**src/design/kmie_pkg.sv**
```systemverilog
package kmie_pkg;

  // Field widths fixed by the interface
  localparam int OP_W    = 2;
  localparam int ID_W    = 3;
  localparam int CRD_W   = 16;
  localparam int CNT_W   = 16;
  localparam int KCFG_W  = 4;
  localparam int CFG_IDX_W = 3;
  localparam int CFG_DAT_W = 16;

  // Number of centroid slots
  localparam int MAX_CLUSTERS = 8;

  // Opcodes
  localparam logic [OP_W-1:0] OP_LOAD   = 2'd0;
  localparam logic [OP_W-1:0] OP_ASSIGN = 2'd1;
  localparam logic [OP_W-1:0] OP_UPDATE = 2'd2;
  localparam logic [OP_W-1:0] OP_SPARE  = 2'd3;

  // Configuration register indexes
  localparam logic [CFG_IDX_W-1:0] REG_K      = 3'd0;
  localparam logic [CFG_IDX_W-1:0] REG_LOW_X  = 3'd1;
  localparam logic [CFG_IDX_W-1:0] REG_LOW_Y  = 3'd2;
  localparam logic [CFG_IDX_W-1:0] REG_HIGH_X = 3'd3;
  localparam logic [CFG_IDX_W-1:0] REG_HIGH_Y = 3'd4;

  // Result kinds
  localparam logic KIND_POINT  = 1'b0;
  localparam logic KIND_UPDATE = 1'b1;

  typedef struct packed {
    logic [OP_W-1:0]         opcode;
    logic [ID_W-1:0]         centroid_index;
    logic signed [CRD_W-1:0] coord_x;
    logic signed [CRD_W-1:0] coord_y;
  } in_item_t;

  typedef struct packed {
    logic                    result_kind;
    logic [ID_W-1:0]         cluster_id;
    logic                    no_match;
    logic signed [CRD_W-1:0] centroid_x;
    logic signed [CRD_W-1:0] centroid_y;
    logic [CNT_W-1:0]        member_count;
    logic                    last;
  } out_item_t;

endpackage

```
**src/design/kmie_queue.sv**
```systemverilog
// Two-entry queue between the front and the back.
module kmie_queue (
  input  logic               clk,
  input  logic               rst_n,
  input  logic               wr_valid,
  output logic               wr_ready,
  input  kmie_pkg::in_item_t wr_data,
  output logic               rd_valid,
  input  logic               rd_ready,
  output kmie_pkg::in_item_t rd_data
);

  kmie_pkg::in_item_t mem_r [2];
  logic       wp_r, rp_r;
  logic [1:0] cnt_r;
  logic       push, pop;

  assign wr_ready = (cnt_r != 2'd2);
  assign rd_valid = (cnt_r != 2'd0);
  assign rd_data  = mem_r[rp_r];
  assign push     = wr_valid && wr_ready;
  assign pop      = rd_valid && rd_ready;

  // Pointers and fill count
  always_ff @(posedge clk) begin
    if (!rst_n) begin
      wp_r  <= 1'b0;
      rp_r  <= 1'b0;
      cnt_r <= 2'd0;
    end else begin
      if (push) wp_r <= ~wp_r;
      if (pop) rp_r <= ~rp_r;
      cnt_r <= cnt_r + {1'b0, push} - {1'b0, pop};
    end
  end

  // Storage
  always_ff @(posedge clk) begin
    if (push) mem_r[wp_r] <= wr_data;
  end

  assert property (@(posedge clk) disable iff (!rst_n) cnt_r <= 2'd2)
    else $error("queue overfilled");
  assert property (@(posedge clk) disable iff (!rst_n)
    (cnt_r == 2'd0) |-> !pop)
    else $error("pop from empty queue");
  assert property (@(posedge clk) disable iff (!rst_n)
    (cnt_r == 2'd2 && !pop) |=> (cnt_r == 2'd2))
    else $error("queue lost an entry");

endmodule

```
**src/design/kmie_back.sv**
```systemverilog
// Back part: stores loaded centroids, walks the centroids one per cycle for an
// assignment, and runs a serial restoring divider per cluster for an update.
module kmie_back (
  input  logic                              clk,
  input  logic                              rst_n,
  input  logic                              q_valid,
  output logic                              q_ready,
  input  kmie_pkg::in_item_t                q_data,
  input  logic [kmie_pkg::KCFG_W-1:0]       k_cfg,
  input  logic signed [kmie_pkg::CRD_W-1:0] lo_x,
  input  logic signed [kmie_pkg::CRD_W-1:0] lo_y,
  input  logic signed [kmie_pkg::CRD_W-1:0] hi_x,
  input  logic signed [kmie_pkg::CRD_W-1:0] hi_y,
  output logic                              out_valid,
  input  logic                              out_ready,
  output kmie_pkg::out_item_t               out_data
);

  localparam int MAX_CLUSTERS = kmie_pkg::MAX_CLUSTERS;
  localparam int COORD_WIDTH  = kmie_pkg::CRD_W;
  localparam int COUNT_WIDTH  = kmie_pkg::CNT_W;
  localparam int IW   = (MAX_CLUSTERS > 1) ? $clog2(MAX_CLUSTERS) : 1;
  localparam int KW   = $clog2(MAX_CLUSTERS + 1);
  localparam int DW   = COORD_WIDTH + 1;
  localparam int SQW  = 2 * DW;
  localparam int DSW  = SQW + 1;
  localparam int SW   = COORD_WIDTH + COUNT_WIDTH;
  localparam int MW   = SW + 1;
  localparam int CSW  = $clog2(SW + 1);
  localparam logic [COUNT_WIDTH-1:0] CNT_MAX = {COUNT_WIDTH{1'b1}};

  typedef enum logic [2:0] {
    S_IDLE, S_DIAG, S_SCAN, S_ACC, S_DIV, S_EMIT
  } state_t;

  state_t state_r;

  // Cluster storage
  logic signed [COORD_WIDTH-1:0] cx_r  [MAX_CLUSTERS];
  logic signed [COORD_WIDTH-1:0] cy_r  [MAX_CLUSTERS];
  logic signed [SW-1:0]          sx_r  [MAX_CLUSTERS];
  logic signed [SW-1:0]          sy_r  [MAX_CLUSTERS];
  logic [COUNT_WIDTH-1:0]        cnt_r [MAX_CLUSTERS];

  kmie_pkg::in_item_t   item_r;
  logic [IW-1:0]        idx_r;
  logic [KW-1:0]        k_r;
  logic [DSW-1:0]       best_r;
  logic [IW-1:0]        best_id_r;
  logic                 found_r;
  logic [DW-1:0]        dx_r, dy_r;
  logic                 dstage_r;
  logic [IW-1:0]        dist_id_r;
  logic [IW-1:0]        issue_r;
  logic                 issue_done_r;
  // Divider
  logic [MW-1:0]        rem_r [2];
  logic [SW-1:0]        quo_r [2];
  logic [SW-1:0]        dvd_r [2];
  logic                 neg_r [2];
  logic [CSW-1:0]       dcnt_r;
  kmie_pkg::out_item_t  out_r;
  logic                 ov_r;

  logic [KW-1:0] k_eff;
  logic [KW-1:0] k_ext;
  logic signed [COORD_WIDTH-1:0] px, py;
  logic [DW-1:0] adx, ady;
  logic [DSW-1:0] dsum;
  logic out_free;
  logic out_load;
  logic [MW-1:0] trial [2];
  logic [SW-1:0] sabs [2];

  assign k_ext = KW'(k_cfg);
  always_comb begin
    if (k_cfg == '0) k_eff = KW'(1);
    else if (32'(k_cfg) > MAX_CLUSTERS) k_eff = KW'(MAX_CLUSTERS);
    else k_eff = k_ext;
  end

  assign px = COORD_WIDTH'(item_r.coord_x);
  assign py = COORD_WIDTH'(item_r.coord_y);
  assign out_free = !ov_r || out_ready;
  assign out_load = ((state_r == S_ACC) || (state_r == S_EMIT)) && out_free;
  assign q_ready  = (state_r == S_IDLE);
  assign out_valid = ov_r;
  assign out_data  = out_r;

  // Absolute differences: window diagonal in S_DIAG, centroids in S_SCAN
  always_comb begin
    logic signed [DW-1:0] ax, bx, ay, by;
    if (state_r == S_DIAG) begin
      ax = DW'(lo_x); bx = DW'(hi_x); ay = DW'(lo_y); by = DW'(hi_y);
    end else begin
      ax = DW'(px); bx = DW'(cx_r[issue_r]);
      ay = DW'(py); by = DW'(cy_r[issue_r]);
    end
    adx = (ax >= bx) ? DW'(ax - bx) : DW'(bx - ax);
    ady = (ay >= by) ? DW'(ay - by) : DW'(by - ay);
  end

  // Squares of the registered differences
  assign dsum = DSW'(dx_r * dx_r) + DSW'(dy_r * dy_r);

  // Divider trial subtraction
  always_comb begin
    for (int j = 0; j < 2; j++) begin
      trial[j] = {rem_r[j][MW-2:0], dvd_r[j][SW-1]} - MW'(cnt_r[idx_r]);
    end
    sabs[0] = sx_r[idx_r][SW-1] ? SW'(-sx_r[idx_r]) : SW'(sx_r[idx_r]);
    sabs[1] = sy_r[idx_r][SW-1] ? SW'(-sy_r[idx_r]) : SW'(sy_r[idx_r]);
  end

  // Sequencer, storage and output register
  always_ff @(posedge clk) begin
    if (!rst_n) begin
      state_r  <= S_IDLE;
      ov_r     <= 1'b0;
      dstage_r <= 1'b0;
      for (int i = 0; i < MAX_CLUSTERS; i++) begin
        cx_r[i] <= '0; cy_r[i] <= '0; sx_r[i] <= '0; sy_r[i] <= '0;
        cnt_r[i] <= '0;
      end
    end else begin
      if (out_load) ov_r <= 1'b1;
      else if (out_ready) ov_r <= 1'b0;
      unique case (state_r)
        S_IDLE: begin
          if (q_valid) begin
            item_r <= q_data;
            k_r    <= k_eff;
            idx_r  <= '0;
            if (q_data.opcode == kmie_pkg::OP_LOAD) begin
              if (32'(q_data.centroid_index) < MAX_CLUSTERS) begin
                cx_r[IW'(q_data.centroid_index)] <= COORD_WIDTH'(q_data.coord_x);
                cy_r[IW'(q_data.centroid_index)] <= COORD_WIDTH'(q_data.coord_y);
              end
            end else if (q_data.opcode == kmie_pkg::OP_ASSIGN) begin
              state_r <= S_DIAG;
            end else if (q_data.opcode == kmie_pkg::OP_UPDATE) begin
              state_r <= S_DIV;
              dcnt_r  <= '0;
            end
          end
        end
        S_DIAG: begin
          // Diagonal squared forms the initial bound
          dx_r <= adx; dy_r <= ady;
          if (dstage_r) begin
            best_r <= dsum; found_r <= 1'b0; best_id_r <= '0;
            dstage_r <= 1'b0; issue_r <= '0; issue_done_r <= 1'b0;
            state_r <= S_SCAN;
          end else begin
            dstage_r <= 1'b1;
          end
        end
        S_SCAN: begin
          // Two-stage pipeline: difference, then square and compare
          if (!issue_done_r) begin
            dx_r <= adx; dy_r <= ady; dist_id_r <= issue_r; dstage_r <= 1'b1;
            if (KW'(issue_r) + KW'(1) == k_r) issue_done_r <= 1'b1;
            else issue_r <= issue_r + IW'(1);
          end else begin
            dstage_r <= 1'b0;
          end
          if (dstage_r && dsum < best_r) begin
            best_r <= dsum; best_id_r <= dist_id_r; found_r <= 1'b1;
          end
          if (issue_done_r && !dstage_r) state_r <= S_ACC;
        end
        S_ACC: begin
          if (out_free) begin
            if (found_r && cnt_r[best_id_r] != CNT_MAX) begin
              sx_r[best_id_r] <= sx_r[best_id_r] + SW'(px);
              sy_r[best_id_r] <= sy_r[best_id_r] + SW'(py);
              cnt_r[best_id_r] <= cnt_r[best_id_r] + COUNT_WIDTH'(1);
            end
            out_r.result_kind  <= kmie_pkg::KIND_POINT;
            out_r.cluster_id   <= found_r ? kmie_pkg::ID_W'(best_id_r) : '0;
            out_r.no_match     <= !found_r;
            out_r.centroid_x   <= '0;
            out_r.centroid_y   <= '0;
            out_r.member_count <= '0;
            out_r.last         <= 1'b0;
            state_r <= S_IDLE;
          end
        end
        S_DIV: begin
          // One quotient bit per cycle for both coordinates
          if (dcnt_r == '0) begin
            dvd_r[0] <= sabs[0]; dvd_r[1] <= sabs[1];
            neg_r[0] <= sx_r[idx_r][SW-1]; neg_r[1] <= sy_r[idx_r][SW-1];
            rem_r[0] <= '0; rem_r[1] <= '0;
            dcnt_r <= CSW'(1);
          end else begin
            for (int j = 0; j < 2; j++) begin
              if (!trial[j][MW-1]) begin
                rem_r[j] <= trial[j]; quo_r[j] <= {quo_r[j][SW-2:0], 1'b1};
              end else begin
                rem_r[j] <= {rem_r[j][MW-2:0], dvd_r[j][SW-1]};
                quo_r[j] <= {quo_r[j][SW-2:0], 1'b0};
              end
              dvd_r[j] <= {dvd_r[j][SW-2:0], 1'b0};
            end
            if (32'(dcnt_r) == SW) state_r <= S_EMIT;
            else dcnt_r <= dcnt_r + CSW'(1);
          end
        end
        S_EMIT: begin
          if (out_free) begin
            logic signed [COORD_WIDTH-1:0] nx, ny;
            nx = cx_r[idx_r]; ny = cy_r[idx_r];
            if (cnt_r[idx_r] != '0) begin
              nx = neg_r[0] ? COORD_WIDTH'(-quo_r[0]) : COORD_WIDTH'(quo_r[0]);
              ny = neg_r[1] ? COORD_WIDTH'(-quo_r[1]) : COORD_WIDTH'(quo_r[1]);
            end
            cx_r[idx_r] <= nx; cy_r[idx_r] <= ny;
            out_r.result_kind  <= kmie_pkg::KIND_UPDATE;
            out_r.cluster_id   <= kmie_pkg::ID_W'(idx_r);
            out_r.no_match     <= 1'b0;
            out_r.centroid_x   <= kmie_pkg::CRD_W'(nx);
            out_r.centroid_y   <= kmie_pkg::CRD_W'(ny);
            out_r.member_count <= kmie_pkg::CNT_W'(cnt_r[idx_r]);
            out_r.last         <= (KW'(idx_r) + KW'(1) == k_r);
            dcnt_r <= '0;
            if (KW'(idx_r) + KW'(1) == k_r) begin
              for (int i = 0; i < MAX_CLUSTERS; i++) begin
                sx_r[i] <= '0; sy_r[i] <= '0; cnt_r[i] <= '0;
              end
              state_r <= S_IDLE;
            end else begin
              idx_r <= idx_r + IW'(1);
              state_r <= S_DIV;
            end
          end
        end
        default: state_r <= S_IDLE;
      endcase
    end
  end

  assert property (@(posedge clk) disable iff (!rst_n)
    (ov_r && !out_ready) |=> (ov_r && $stable(out_r)))
    else $error("pending result changed");
  assert property (@(posedge clk) disable iff (!rst_n)
    (state_r == S_ACC && out_free) |=> (ov_r && state_r == S_IDLE))
    else $error("assignment result missing");
  assert property (@(posedge clk) disable iff (!rst_n)
    (state_r != S_IDLE) |-> !q_ready)
    else $error("took item while busy");

endmodule

```
**src/design/kmie_front.sv**
```systemverilog
// Front part: accepts items, drops unused opcodes and holds configuration.
module kmie_front (
  input  logic                                  clk,
  input  logic                                  rst_n,
  input  logic                                  in_valid,
  output logic                                  in_ready,
  input  kmie_pkg::in_item_t                    in_data,
  input  logic                                  cfg_valid,
  output logic                                  cfg_ready,
  input  logic [kmie_pkg::CFG_IDX_W-1:0]        cfg_index,
  input  logic [kmie_pkg::CFG_DAT_W-1:0]        cfg_data,
  output logic                                  q_valid,
  input  logic                                  q_ready,
  output kmie_pkg::in_item_t                    q_data,
  output logic [kmie_pkg::KCFG_W-1:0]           k_cfg,
  output logic signed [kmie_pkg::CRD_W-1:0]     lo_x,
  output logic signed [kmie_pkg::CRD_W-1:0]     lo_y,
  output logic signed [kmie_pkg::CRD_W-1:0]     hi_x,
  output logic signed [kmie_pkg::CRD_W-1:0]     hi_y
);

  logic [kmie_pkg::KCFG_W-1:0]       k_r;
  logic signed [kmie_pkg::CRD_W-1:0] lox_r, loy_r, hix_r, hiy_r;
  logic drop;

  // Opcode 3 is consumed here with no effect
  assign drop     = (in_data.opcode != kmie_pkg::OP_LOAD) &&
                    (in_data.opcode != kmie_pkg::OP_ASSIGN) &&
                    (in_data.opcode != kmie_pkg::OP_UPDATE);
  assign in_ready = drop || q_ready;
  assign q_valid  = in_valid && !drop;
  assign q_data   = in_data;
  assign cfg_ready = 1'b1;
  assign k_cfg = k_r;
  assign lo_x = lox_r; assign lo_y = loy_r;
  assign hi_x = hix_r; assign hi_y = hiy_r;

  // Configuration registers
  always_ff @(posedge clk) begin
    if (!rst_n) begin
      k_r   <= kmie_pkg::KCFG_W'(8);
      lox_r <= 16'sh8000; loy_r <= 16'sh8000;
      hix_r <= 16'sh7fff; hiy_r <= 16'sh7fff;
    end else if (cfg_valid) begin
      unique case (cfg_index)
        kmie_pkg::REG_K:      k_r   <= cfg_data[kmie_pkg::KCFG_W-1:0];
        kmie_pkg::REG_LOW_X:  lox_r <= cfg_data;
        kmie_pkg::REG_LOW_Y:  loy_r <= cfg_data;
        kmie_pkg::REG_HIGH_X: hix_r <= cfg_data;
        kmie_pkg::REG_HIGH_Y: hiy_r <= cfg_data;
        default: ;
      endcase
    end
  end

endmodule

```
**src/design/kmeans_iteration_engine_unit.sv**
```systemverilog
// Channel | Direction | Payload
// in_     | input     | kmie_pkg::in_item_t (opcode, index, coordinates)
// out_    | output    | kmie_pkg::out_item_t (assignment or centroid)
// cfg_    | input     | register index and 16-bit data
// A point's result passes through the queue, the window bound, the difference
// and square-and-compare stages, and finally the output register.
// An update runs the bit-serial divider once for each cluster; unused opcodes
// are consumed.
// Reset is synchronous and clears every accumulator and centroid at once.
// A stalled output holds the back part while the queue keeps taking items until its two entries are full.
module kmeans_iteration_engine_unit (
  input  logic                           clk,
  input  logic                           rst_n,
  input  logic                           in_valid,
  output logic                           in_ready,
  input  kmie_pkg::in_item_t             in_data,
  output logic                           out_valid,
  input  logic                           out_ready,
  output kmie_pkg::out_item_t            out_data,
  input  logic                           cfg_valid,
  output logic                           cfg_ready,
  input  logic [kmie_pkg::CFG_IDX_W-1:0] cfg_index,
  input  logic [kmie_pkg::CFG_DAT_W-1:0] cfg_data
);

  logic fq_valid, fq_ready, qb_valid, qb_ready;
  kmie_pkg::in_item_t fq_data, qb_data;
  logic [kmie_pkg::KCFG_W-1:0] k_cfg;
  logic signed [kmie_pkg::CRD_W-1:0] lo_x, lo_y, hi_x, hi_y;

  kmie_front u_front (
    .clk, .rst_n, .in_valid, .in_ready, .in_data,
    .cfg_valid, .cfg_ready, .cfg_index, .cfg_data,
    .q_valid(fq_valid), .q_ready(fq_ready), .q_data(fq_data),
    .k_cfg, .lo_x, .lo_y, .hi_x, .hi_y
  );

  kmie_queue u_queue (
    .clk, .rst_n,
    .wr_valid(fq_valid), .wr_ready(fq_ready), .wr_data(fq_data),
    .rd_valid(qb_valid), .rd_ready(qb_ready), .rd_data(qb_data)
  );

  kmie_back u_back (
    .clk, .rst_n,
    .q_valid(qb_valid), .q_ready(qb_ready), .q_data(qb_data),
    .k_cfg, .lo_x, .lo_y, .hi_x, .hi_y,
    .out_valid, .out_ready, .out_data
  );

endmodule
```
**config.mk**
```make
export PLATFORM = sky130hd
export DESIGN_NAME = kmeans_iteration_engine_unit
export DESIGN_NICKNAME = d
export VERILOG_FILES = /design/src/design/kmie_pkg.sv /design/src/design/kmie_queue.sv /design/src/design/kmie_back.sv /design/src/design/kmie_front.sv /design/src/design/kmeans_iteration_engine_unit.sv
export SDC_FILE = /design/constraint.sdc
export NUM_CORES = 2
export LEC_CHECK = 0
export BUFFER_PORTS_ARGS = -buffer_cell sky130_fd_sc_hd__buf_2
export CORE_ASPECT_RATIO = 1.1
export CORE_MARGIN = 5
export CORE_UTILIZATION = 40
export DETAILED_ROUTE_END_ITERATION = 12
export HOLD_SLACK_MARGIN = 0.08
export PLACE_DENSITY = 0.63
export SLEW_MARGIN = 40
export SYNTH_ARGS = -nofsm -noshare
export SYNTH_HDL_FRONTEND = slang
export SYNTH_SLANG_ARGS = --single-unit
```
**constraint.sdc**
```tcl
create_clock -name clk -period 14.9 [get_ports clk]
set_clock_uncertainty 0.1 [all_clocks]
set_input_delay 0 -clock clk [delete_from_list [all_inputs] [get_ports clk]]
set_output_delay 0 -clock clk [all_outputs]
set_load 0.005 [all_outputs]
```
# --- Yosys cells after proc, flatten, opt, wreduce, memory -nomap -nowiden ---
# Memory sizes are Yosys's and may differ from the RTL's. A register that Yosys moved wholly into a read port is not among the register bits.
# Cells that the tools add are included.
# W data, S select, Z words.
op_classes:
  n_reduce_logical: 52
  n_lt_le_gt_ge: 4
  muxes: 186
  eq_ne: 34
  add_sub_neg: 21
  bitwise: 35
  mul: 2
ops:
  columns: ["cell", "count"]
  rows:
  - ["$mux W32", 24]
  - ["$mux W16", 23]
  - ["$mux W17", 8]
  - ["$mux W33", 4]
  - ["$mux W3", 36]
  - ["$mux W54", 2]
  - ["$pmux W54 S2", 1]
  - ["$reduce_or A16 Y1", 5]
  - ["$mux W35", 2]
  - ["$pmux W35 S2", 1]
  - ["$mul A17 B17 Y34", 2]
  - ["$pmux W17 S2", 2]
  - ["$sub A17 B17 Y17", 4]
  - ["$mux W1", 67]
  - ["$sub A33 B16 Y33", 2]
  - ["$add A32 B16 Y32", 2]
  - ["$neg A32 Y32", 2]
  - ["$reduce_or A32 Y1", 2]
  - ["$mux W6", 7]
  - ["$add A34 B34 Y35", 1]
  - ["$lt A35 B35 Y1", 1]
  - ["$ge A17 B17 Y1", 2]
  - ["$neg A16 Y16", 2]
  - ["$or A1 B1 Y1", 32]
  - ["other kinds (42)", 100]
totals:
  mem_count: 10
  out_inout_bits: 57
  ramBits: 1166
  ff_bits: 256
  input_bits: 61
  elab_cells: 376
mem_list:
  columns: ["name", "words", "width", "rd", "rd_ports_with_merged_regs", "write_ports", "line_no", "source"]
  rows:
  - ["u_back.sx_r", 8, 32, 2, 2, 8, "kmie_back.sv:41", "logic signed [SW-1:0] sx_r [MAX_CLUSTERS];"]
  - ["u_back.sy_r", 8, 32, 2, 2, 8, "kmie_back.sv:42", "logic signed [SW-1:0] sy_r [MAX_CLUSTERS];"]
  - ["u_back.cnt_r", 8, 16, 2, 2, 8, "kmie_back.sv:43", "logic [COUNT_WIDTH-1:0] cnt_r [MAX_CLUSTERS];"]
  - ["u_back.cx_r", 8, 16, 2, 2, 8, "kmie_back.sv:39", "logic signed [COORD_WIDTH-1:0] cx_r [MAX_CLUSTERS];"]
  - ["u_back.cy_r", 8, 16, 2, 2, 8, "kmie_back.sv:40", "logic signed [COORD_WIDTH-1:0] cy_r [MAX_CLUSTERS];"]
  - ["u_queue.mem_r", 2, 37, 1, 1, 1, "kmie_queue.sv:13", "kmie_pkg::in_item_t mem_r [2];"]
  - ["4 more memories", null, null, null, null, null, null, null]

# --- Logic depth before layout (Yosys ltp) ---
logic_depth:
  word_depth: 9
  depth_mapped: 39
  depth_no_buf: 38

# --- Modules after synthesis ---
# Synthesis repeated with hierarchy kept, for this count alone.
unflattened:
  hier_cells: 7792
  area_unflattened_um2: 92720.2
by_module_without_submodules:
  columns: ["module", "area_per_inst_um2", "cells_each", "seq_area_each_um2", "n_inst"]
  rows:
  - ["kmie_back", 86634.3, 7352, 37415.9, 1]
  - ["kmie_queue", 3056.7, 139, 2322.2, 1]
  - ["kmie_front", 3029.2, 301, 1361.3, 1]

# --- Worst setup path before layout ---
# Ideal clock, no wire load.
synth_timing:
  path_kind: "reg-to-reg"
  from: "reg u_back.dx_r[4]"
  to: "reg u_back.best_id_r[0] (enable)"
  path_buffers: 2
  path_slack_ns: 5.316
  setup_time_ns: 0.393
  arrival_ns: 9.091
  required_time_ns: 14.407
  synth_period_minus_slack_ns: 9.584
  stages_incl_launch_ff: 35
  path_cell_list: "edfxtp_1 > clkbuf_1 > clkbuf_1 > nand2_1 > fa_1 > fa_1 > inv_1 > fa_1 > inv_1 > fa_1 > inv_1 > fa_1 > fa_1 > fa_1 > inv_1 > fa_1 > inv_1 > ha_1 > nand2_1 > nor2_1 > a211oi_1 > o41a_1 > o21ai_0 > a41o_1 > o41ai_1 > o31ai_1 > xor2_1 > ha_1 > nor2b_1 > o21ai_0 > and4b_1 > o211ai_1 > a21oi_1 > a21oi_1 > inv_1"
synth_via:
  elab_chain_cells: 6
synth_rtl:
  columns: ["item", "line_no", "source"]
  rows:
  - ["from (decl)", "kmie_back.sv:51", "logic [DW-1:0] dx_r, dy_r;"]
  - ["from (signal assigned)", "kmie_back.sv:149", "dx_r <= adx; dy_r <= ady;"]
  - ["from (signal assigned)", "kmie_back.sv:161", "dx_r <= adx; dy_r <= ady; dist_id_r <= issue_r; dstage_r <= 1'b1;"]
  - ["$mul A17 B17 Y34", "kmie_back.sv:104", "assign dsum = DSW'(dx_r * dx_r) + DSW'(dy_r * dy_r);"]
  - ["$add A34 B34 Y35", "kmie_back.sv:104", null]
  - ["net u_back.dsum[33]", "kmie_back.sv:69", "logic [DSW-1:0] dsum;"]
  - ["$lt A35 B35 Y1", "kmie_back.sv:167", "if (dstage_r && dsum < best_r) begin"]
  - ["$logic_and A1 B1 Y1", "kmie_back.sv:167", null]
  - ["$ne A2 B1 Y1 (no line)", null, null]
  - ["$reduce_and A4 Y1 (no line)", null, null]
  - ["to (signal assigned)", "kmie_back.sv:151", "best_r <= dsum; found_r <= 1'b0; best_id_r <= '0;"]
  - ["to (signal assigned)", "kmie_back.sv:168", "best_r <= dsum; best_id_r <= dist_id_r; found_r <= 1'b1;"]
  - ["to (decl)", "kmie_back.sv:49", "logic [IW-1:0] best_id_r;"]
# The timed path passes the listed nets, and every way through them passes these cells.
# A chain may end at the register's enable or synchronous reset.

# --- Final worst setup path ---
layout_timing:
  from: "reg u_back.dx_r[9]"
  to: "reg u_back.best_r[10] (enable)"
layout_via:
  elab_chain_cells: 6
layout_rtl:
  columns: ["item", "line_no", "source"]
  rows:
  - ["$mul A17 B17 Y34", "kmie_back.sv:104", null]
  - ["$add A34 B34 Y35", "kmie_back.sv:104", null]
  - ["net u_back.dsum[33]", "kmie_back.sv:69", null]
  - ["$lt A35 B35 Y1", "kmie_back.sv:167", null]
  - ["$logic_and A1 B1 Y1", "kmie_back.sv:167", null]
  - ["$ne A2 B1 Y1 (no line)", null, null]
  - ["$reduce_and A4 Y1 (no line)", null, null]
  - ["to (signal assigned)", "kmie_back.sv:151", null]
  - ["to (signal assigned)", "kmie_back.sv:168", null]
  - ["to (decl)", "kmie_back.sv:48", "logic [DSW-1:0] best_r;"]
# The timed path passes the listed nets, and every way through them passes these cells.

==> impl_results.md <==
* Complex-gate fraction of the synthesized area at 5.50%
* GRT Total Usage at approximately 22%
* Final Max Tran Viols at 0
* # IOs at roughly 120
* Worst-Skew Late Latency at just over 0.8 ns
* Residual DRC count at 0
* IO Port Bufs at around 120
* Critical path fanouts, max at 35
* Setup_tns at 0 ns
* Critical Path AT at between 10 and 15 ns
* Clk buf depth at 3
* Placeable core area at roughly 0.23 mm²
* Clock-pin slew on the worst setup and hold paths at ~0.060 ns
* Root buffer cell: clkbuf_16
* Async SR Flop Fraction at 0%
* Dpl hpwl at between 150 and 200 mm
* # H-tree levels at 4
* Per-cell routed wire length at 23.8 µm
* Slowest Stage Delay on Critical Path at roughly 0.68 ns
* Pin count of the biggest net entering global routing at approximately 110
* Post-Synthesis Cell Area at 0.0921 mm²
* DRT Pass-1 Iters at 6
* PostCTS Resize Cnt at 0
* Largest area contributor in the netlist: edfxtp_1
* Most used DFF post-synth: edfxtp_1
* Post-layout min period at roughly 11 ns
* Mux share of post-synthesis cell area at around 15%
* Sequential cell area at around 0.041 mm²
* CP delay by family, top: adder cells
* #FFs+latches synth at between 1000 and 1500
* Die area at 0.240 mm²
* Footprint of the multi-input gates at approximately 0.047 mm²
* CTS buffer count at approximately 150
* Final hold vios at 0
* Vias in the first global route at 64400
* Final setup violation count at 0
* Post-CTS setup repair buffer count at 0
* Final WL at approximately 260 mm
* Worst Tran Pin Value at a little under 0.9 ns
* Via count at about 63000
* Antenna viol nets, final at 0
* Crit-path most repeated cell: fa_1
* Initial DRC Count at ~6600
* Avg Inst Size Synth at 11.8 µm²
* Share of layout cells above drive strength 1 at between 10% and 20%
* Filler Cell Count at between 20000 and 25000
* Synth Warn # at 0
* Sequential area share after synthesis at ~45%
* Library cells used by synthesis at 87
* Initial Util at between 40% and 50%
* Top-count cell post-synth: edfxtp_1
* Total gr overflow at 0
* Top post-synthesis cells by area: edfxtp_1, mux4_2, fa_1
* Crit Path Category: flop to flop
* GPL Wtd Cong at a little under 0.9
* Max-Cap Viols at 0
* Post-Synthesis Cells at between 7000 and 8000
* CTS tree: yes
* Status: finished clean
* Peak Freq at ~93 MHz
* Top post-synthesis cells by count: edfxtp_1, nor2_1, inv_1
* Post-synthesis xor/xnor area fraction at 2.67%
* WP data required at between 15 and 20 ns
* Worst hold path type: input port to flop
* Initial antenna violation count at 4
* Main combinational cell family by area after synthesis: adder cells
* Slew headroom at between 40% and 50%
* Vias/cell at between 5 and 6
* Die width at 467 µm
* Layout area overhead at 11.0%
* RSZ-0062 raised after global routing: false
* Adder-cell share of the synthesized area at 15.4%
* Nets at 8826
* Simple-Gate Fraction of Synth Area at between 10% and 20%
* Synth top area share at 42.7%
* Post-synth EDFFs at around 1300
* Crit path launch type: flop
* # clock sinks at 1398
* Crit path capture type: flop
* Number of cell rows at 184
* Slowest CP cell: edfxtp_1
* Synth Net Count at slightly below 9000
* Crit share post-route at 72.0%
* Global-route wire length before repair at 398 mm
* WP buf/inv at 7
* Height of the die at roughly 510 µm
==> through the flow <==
step	hold slack [ns]	worst slack, ns	instance area [µm²]	util (%)	cells
global placement	0.0890	4.37	95500	41.8	10700
finish	0.276	4.17	102000	44.6	11100
CTS	0.187	4.16	102000	44.6	11100
detailed placement	0.0913	4.16	95900	41.9	10700
floorplan	-0.00113	5.32	92100	-	7814
global route	0.278	3.39	102000	44.6	11100
==> cell usage in the layout (no fill, tap or decap), drive strengths merged, types with 90 or more instances in the layout <==
cell type / n
nor2: 1176
mux4: 448
nand3: 90
inv: 785
xnor2: 154
buf: 209
dlygate4sd3: 127
mux2i: 271
nand2: 715
and2: 174
o21ai: 183
a21oi: 227
a21o: 99
edfxtp: 1310
ha: 406
xor2: 127
clkbuf: 206
fa: 453
==> sequential cells by signal, indices dropped and copies added (netlist names), 32 cells and up, named ones only <==
name and cells:
u_back.rem_r 64, u_queue.mem_r 74, u_back.cnt_r 128, u_back.out_data 54, u_back.dvd_r 64, u_back.sy_r 256
u_back.cx_r 128, u_back.sx_r 256, u_back.quo_r 32, u_back.cy_r 128, u_back.best_r 35
==> cell families (layout without fill, tap and decap cells) <==
logic type / count (synthesis) / count (layout)
and+or+nand+nor: 2519 / 2519
DFF: 1398 / 1398
buffers and inverters: 1178 / 1393
adders and majority gates: 859 / 859
AOI/OAI and AO/OA: 800 / 800
muxes: 778 / 778
xor gates and xnor gates: 281 / 281
other: 1 / 3
==> repair_timing <==
action / CTS / global route
endpoints found under the setup margin: 0 / 0
endpoints found under the hold margin: 299 / 0
hold buffers: 127 / 0
==> final cells by class <==
type / instances / area share, %
well taps: 3069 / 3.76
clock buffers: 206 / 4.09
multi-input cells: 5238 / 45.5
diodes: 2 / 0.00490
repair buffers: 336 / 2.73
flip-flops and latches: 1398 / 40.3
inverters: 778 / 2.87
clock inverters: 73 / 0.729
==> tightest hold or removal path, cell delays in order <==
cell and delay (ns):
dlygate4sd3_1 0.57, buf_2 0.21, nor2_2 0.18, nand2_1 0.10
a21boi_0 0.07
==> metal layers <==
layer | global-route usage, % | part of all wire, % | vias up
met1 | 27.6 | 38 | 31800
met5 | 0 | 0 | -
li1 | - | - | 27600
met4 | 9.64 | 4.9 | 0
met3 | 3.43 | 7.4 | 532
met2 | 37.1 | 49 | 2618
==> worst paths after layout <==
kind | depth (start not counted) | to | startpoint | slack, ns
worst max-delay path | 33 | u_back.best_r[10]$_DFFE_PP_ | u_back.dx_r[9]$_DFFE_PP_ | 4.17
worst min register to register | 2 | u_front.lo_x[9]$_SDFFE_PN0P_ | u_front.lo_x[9]$_SDFFE_PN0P_ | 0.37
worst max register to register | 33 | u_back.best_r[10]$_DFFE_PP_ | u_back.dx_r[9]$_DFFE_PP_ | 4.17
worst min-delay path | 5 | u_front.lo_y[12]$_SDFFE_PN0P_ | cfg_index[0] | 0.28
Power is left out: the tool's default activity adds up to more than one toggle a clock period on the data nets, which glitch-free logic cannot reach.
